--- config.mk ---
export PLATFORM = sky130hd
export DESIGN_NAME = rpfc_regs
export DESIGN_NICKNAME = d
export VERILOG_FILES = /design/src/rtl/rpfc_pkg.sv /design/src/rtl/rpfc_regs.sv
export SDC_FILE = /design/constraint.sdc
export NUM_CORES = 1
export LEC_CHECK = 0
export ABC_AREA = 1
export BUFFER_PORTS_ARGS = -buffer_cell sky130_fd_sc_hd__buf_2
export CORE_ASPECT_RATIO = 1.4
export CORE_UTILIZATION = 42
export CTS_CLUSTER_SIZE = 14
export DETAILED_ROUTE_END_ITERATION = 6
export PLACE_DENSITY = 0.8
export SYNTH_ARGS = -nofsm -noshare
export SYNTH_HDL_FRONTEND = slang
export SYNTH_SLANG_ARGS = --single-unit
--- constraint.sdc ---
create_clock -name clk -period 1.2 [get_ports clk]
set_input_delay 0.06 -clock clk [delete_from_list [all_inputs] [get_ports clk]]
set_output_delay 0.06 -clock clk [all_outputs]
set_load 0.005 [all_outputs]
--- src/rtl/rpfc_pkg.sv ---
package rpfc_pkg;

  localparam int ADDR_W = 5;
  localparam int DATA_W = 32;
  localparam int BASE_W = 12;
  localparam int CHK_W  = 13;

  typedef enum logic [2:0] {
    REG_DISPLAY_MODE  = 3'd0,
    REG_BYTE_SWAP     = 3'd1,
    REG_FIELD_POS     = 3'd2,
    REG_FIELD_WIDTH   = 3'd3,
    REG_PAL_ENABLE    = 3'd4,
    REG_PAL_ENTRY     = 3'd5,
    REG_PAL_OFFSET    = 3'd6
  } reg_idx_t;

  typedef enum logic [1:0] {
    MODE_BYTE  = 2'd0,
    MODE_FIELD = 2'd1,
    MODE_565   = 2'd2
  } mode_t;

  typedef struct packed {
    logic [1:0] display_mode;
    logic       byte_swap;
    logic [3:0] field_position;
    logic [3:0] field_width;
    logic       palette_enable;
    logic [2:0] palette_entry_size;
    logic [9:0] palette_offset;
  } cfg_t;

  localparam logic [3:0] FIELD_WIDTH_RST = 4'd8;
  localparam logic [2:0] PAL_ENTRY_RST   = 3'd3;
  localparam logic [3:0] FIELD_WIDTH_MAX = 4'd8;

endpackage

--- src/rtl/rpfc_regs.sv ---
module rpfc_regs
  import rpfc_pkg::*;
(
  input  logic              clk,
  input  logic              rst,
  input  logic              psel,
  input  logic              penable,
  input  logic              pwrite,
  input  logic [ADDR_W-1:0] paddr,
  input  logic [DATA_W-1:0] pwdata,
  output logic [DATA_W-1:0] prdata,
  output cfg_t              cfg
);

  logic     wr;
  reg_idx_t idx;

  assign wr  = psel && penable && pwrite;
  assign idx = reg_idx_t'(paddr[ADDR_W-1:2]);

  always_ff @(posedge clk) begin
    if (rst) begin
      cfg.display_mode       <= MODE_BYTE;
      cfg.byte_swap          <= 1'b0;
      cfg.field_position     <= 4'd0;
      cfg.field_width        <= FIELD_WIDTH_RST;
      cfg.palette_enable     <= 1'b0;
      cfg.palette_entry_size <= PAL_ENTRY_RST;
      cfg.palette_offset     <= 10'd0;
    end else if (wr) begin
      unique case (idx)
        REG_DISPLAY_MODE: cfg.display_mode       <= pwdata[1:0];
        REG_BYTE_SWAP:    cfg.byte_swap          <= pwdata[0];
        REG_FIELD_POS:    cfg.field_position     <= pwdata[3:0];
        REG_FIELD_WIDTH:  cfg.field_width        <= pwdata[3:0];
        REG_PAL_ENABLE:   cfg.palette_enable     <= pwdata[0];
        REG_PAL_ENTRY:    cfg.palette_entry_size <= pwdata[2:0];
        REG_PAL_OFFSET:   cfg.palette_offset     <= pwdata[9:0];
        default: ;
      endcase
    end
  end

  always_comb begin
    prdata = '0;
    unique case (idx)
      REG_DISPLAY_MODE: prdata = {30'd0, cfg.display_mode};
      REG_BYTE_SWAP:    prdata = {31'd0, cfg.byte_swap};
      REG_FIELD_POS:    prdata = {28'd0, cfg.field_position};
      REG_FIELD_WIDTH:  prdata = {28'd0, cfg.field_width};
      REG_PAL_ENABLE:   prdata = {31'd0, cfg.palette_enable};
      REG_PAL_ENTRY:    prdata = {29'd0, cfg.palette_entry_size};
      REG_PAL_OFFSET:   prdata = {22'd0, cfg.palette_offset};
      default:          prdata = '0;
    endcase
  end

endmodule

=== Yosys cells after proc, flatten, opt, wreduce, memory -nomap -nowiden ===
Cells that the tools add are included.

* Register bits after elaboration: 25
* Output and inout port bits: 57
* Logic and storage cells: 24

* Eq/ne operators: 6
* Mux-type cells: 1
* Reductions and logical operators: 10

{| class="wikitable"
|+ Operators by type and width
! cell !! number
|-
| case mux 10 bit (7 select lines) || 1
|-
| AND reduction 2 bit || 7
|-
| == test 3 bit, second input constant || 3
|-
| == test 3 x 2 -> 1 bit, second input constant || 2
|-
| == test 3 x 1 -> 1 bit, second input constant || 1
|-
| zero test 3 bit || 1
|-
| logical AND 1 bit || 2
|}

=== Logic depth before layout (Yosys ltp) ===
* Depth after elaboration: 3
* Mapped depth: 8
* Gate-level depth less buffers: 7

=== Least setup slack after synthesis ===
OpenSTA, ideal clock, no wires.

* Path type: input to register
* Start: input port paddr[2]
* End: register cfg[0] (netlist name)
* Setup time: 0.113 ns
* Arrival: 0.764 ns
* Required time: 1.087 ns
* Slack: 0.323 ns
* Stages on the path: 8
* Path buffers: 2
* Path through: buf_4 -> inv_4 -> nand3_4 -> nor2_4 -> buf_6 -> nand2_1 -> nand2_1 -> nor2_1

* Longest elaborated chain between the ends: 2

{| class="wikitable"
|+ RTL lines
! item !! line !! RTL
|-
| start, declared || rpfc_regs.sv:9 || <nowiki>input logic [ADDR_W-1:0] paddr,</nowiki>
|-
| == test 3 bit || rpfc_regs.sv:31 || <nowiki>unique case (idx)</nowiki>
|-
| AND reduction 2 bit (no source line) || -- ||
|-
| end, declared || rpfc_regs.sv:12 || <nowiki>output cfg_t cfg</nowiki>
|}

No other way between the ends.
A chain may end at the register's enable or synchronous reset.

=== Worst setup path after layout ===
* Start: register cfg[11] (netlist name)
* End: output port prdata[1]

* Longest elaborated chain between the ends: 1

{| class="wikitable"
|+ RTL lines
! item !! line !! RTL
|-
| case mux 10 bit (7 select lines) || rpfc_regs.sv:46 || <nowiki>unique case (idx)</nowiki>
|-
| end, declared || rpfc_regs.sv:11 || <nowiki>output logic [DATA_W-1:0] prdata,</nowiki>
|}

No other way between the ends.

==> run_results.csv <==
group,metric,value,unit
placement,dpl.hpwl,2.45,mm
clocking,cts_made_buffers,3,
setup_path,setup.worst_path.start,"cfg[11]$_SDFFE_PP1P_",
clocking,cts_tree,"done",
die,dieArea,3800,um^2
die,start_util,44.2,%
clocking,clock_latency,270,ps
synthesis,synth.avg_cell_area,6.38,um^2
worst_hold_path,hold_path_class,"primary input to flip-flop",
setup_path,crit_family,"flip-flops",
finish,layout.cells.non_filler,326,
route,wire_per_inst,9.92,um
die,die_h,72.6,um
finish,drive_gt1_share,24.1,%
finish,final_common_cell,"nor2_1",
route,antenna_left,0,
finish,fin_util,52.0,%
synthesis,ys_types,18,
placement,place_congestion,0.940,
finish,fin_nets,329,
setup_path,cp-start-kind,"flip-flop",
placement,port_buffers,52,
setup_path,crit_fanout,3,
die,std_cell_rows,25,
clocking,clock_sinks,25,
setup_path,cp_cell_sequence,"nand4_1 -> nand2_1 -> nor2_2 -> nand2_1 -> buf_2",
setup_path,slowest_delay,360,ps
placement,dp_cells,322,
sta,hold_violations,0,
power,vdd_drop_max,605,uV
setup_path,path_buf_inv,1,
clocking,htreeDepth,1,
sta,fmax,896,MHz
finish,final_cell_mix,"nor2_1 (60), nand2_1 (58), buf_2 (52)",
finish,fillCellCount,357,
die,core-area,3380,um^2
setup_path,crit_arrival,1060,ps
sta,fin_crit_sh,93.0,%
clocking,cts_hold_buf,0,
synthesis,yosys_warnings,0,
setup_path,crit_type,"flip-flop to output pin",
sta,slew_viol_final,0,
sta,skew,0,ps
clocking,post_cts_buffers,0,
route,drt-initial-drc-count,45,
power,power_density,885,nW/um^2
synthesis,ys_seq_elements,25,
power,p_leak,0.000924,uW
route,via_per_inst,4.55,
finish,largest_register_ffs,25,
setup_path,cp.required,1140,ps
grt,grt_max_degree,26,
clocking,ctsResizeCount,0,
finish,largest-register,"cfg",
sta,min_period,1120,ps
grt,grt_pass1_wl,5.22,mm
setup_path,slowest_stage,"dfxtp_1",
clocking,clockBufferDepth,2,
synthesis,synth_cells,234,
job,maxCapViolations,0,
grt,antenna_found_initial,0,
synthesis,synth_area,1490,um^2
setup_path,crit_path_end_kind,"output pin",
synthesis,synth_seq_area_share,33.5,%
die,die_w,52.4,um
route,firstDrtPassIters,4,
sta,finalSetupViolCount,0,
route,num_vias,1482,
route,wl,3.23,mm
finish,top_regs,"cfg x25",
grt,grt_usage,18.3,%
die,ioPinCount,99,
setup_path,timing.rr.start,"cfg[17]$_SDFFE_PP1P_",
status,run_status,"completed",
setup_path,crit_path_frequent_cell,"nand2_1",
grt,overflow,0,
clocking,clkTransAtPathRegs,90,ps
clocking,cts_root_buf,"clkbuf_8",
worst_hold_path,min-delay-start,"pwdata[3]",
route,drc_errors,0,
finish,area_growth,17.6,%
finish,antenna_cells,0,
grt,first_global_vias,1200,
## Yosys cell counts
library cell	count	area, um^2
nor2_4	3	33.8
inv_2	1	3.75
inv_1	21	78.8
nand2_1	58	218
nor2_1	61	229
conb_1	1	3.75
clkinv_1	1	3.75
buf_1	2	7.51
inv_4	1	6.26
dfxtp_1	25	500
nand3_4	1	17.5
buf_6	2	22.5
nand3_1	16	80.1
nand3_2	2	20.0
a21oi_1	2	10.0
nand4_1	9	56.3
buf_4	25	188
o21ai_0	3	15.0
## routing by layer
layer | vias up | global-route usage, % | share of wire, %
li1 | 775 | - | -
met1 | 637 | 22.0 | 42
met4 | 0 | 7.89 | 1.9
met3 | 6 | 1.89 | 7.1
met2 | 64 | 31.8 | 49
met5 | - | 0 | 0
## area by class of cell
type                    count  area, um^2  area share, %
clock inverters             1        5.00          0.285
multi-input cells         177         764           43.5
flip-flops and latches     25         500           28.5
well taps                  40        50.0           2.85
repair buffers             56         303           17.2
inverters                  24        92.6           5.27
clock buffers               3        41.3           2.35
## tightest hold or removal path: cells and delay by family
family,cells,cell delay [ps]
buf+inv,1,80
simple gates,2,110
## through the flow
| stage | setup WS [ps] | total power, uW | hold slack, ps | instance area (um^2) | TNS, ps |
|---|---|---|---|---|---|
| after floorplan | 323 | 1050 | 186 | 1570 | 0 |
| after global placement | 139 | 1070 | 289 | 1710 | 0 |
| after detailed placement | 114 | 1080 | 293 | 1710 | 0 |
| after CTS | 67.8 | 1570 | 14.0 | 1750 | 0 |
| after global routing | -14.4 | 1640 | 31.7 | 1760 | -14.4 |
| final | 84.4 | 1560 | 14.9 | 1760 | 0 |
## cell families (layout without fill, tap and decap cells)
logic type / count (synthesis) / in the layout / share of synthesized area [%]
other cells: 1 / 22 / 0.251
simple gates: 150 / 150 / 43.8
flops: 25 / 25 / 33.5
compound gates: 5 / 5 / 1.67
buf+inv: 53 / 84 / 20.8
## power breakdown
part           total (uW)  switching [uW]  leakage, uW  internal [uW]
sequential            848            8.11     0.000202            840
clock                 499             266    0.0000255            232
combinational         209             138     0.000697           70.6
total                1560             413     0.000924           1140
## final timing paths
check             cells past startpoint  slack, ps                   end
setup reg to reg                      2        560  cfg[17]$_SDFFE_PP1P_
hold reg to reg                       2        500   cfg[7]$_SDFFE_PP0P_
hold / removal                        3         10  cfg[17]$_SDFFE_PP1P_
setup / recovery                      5         80             prdata[1]
Power figures use the tool's default switching activity.
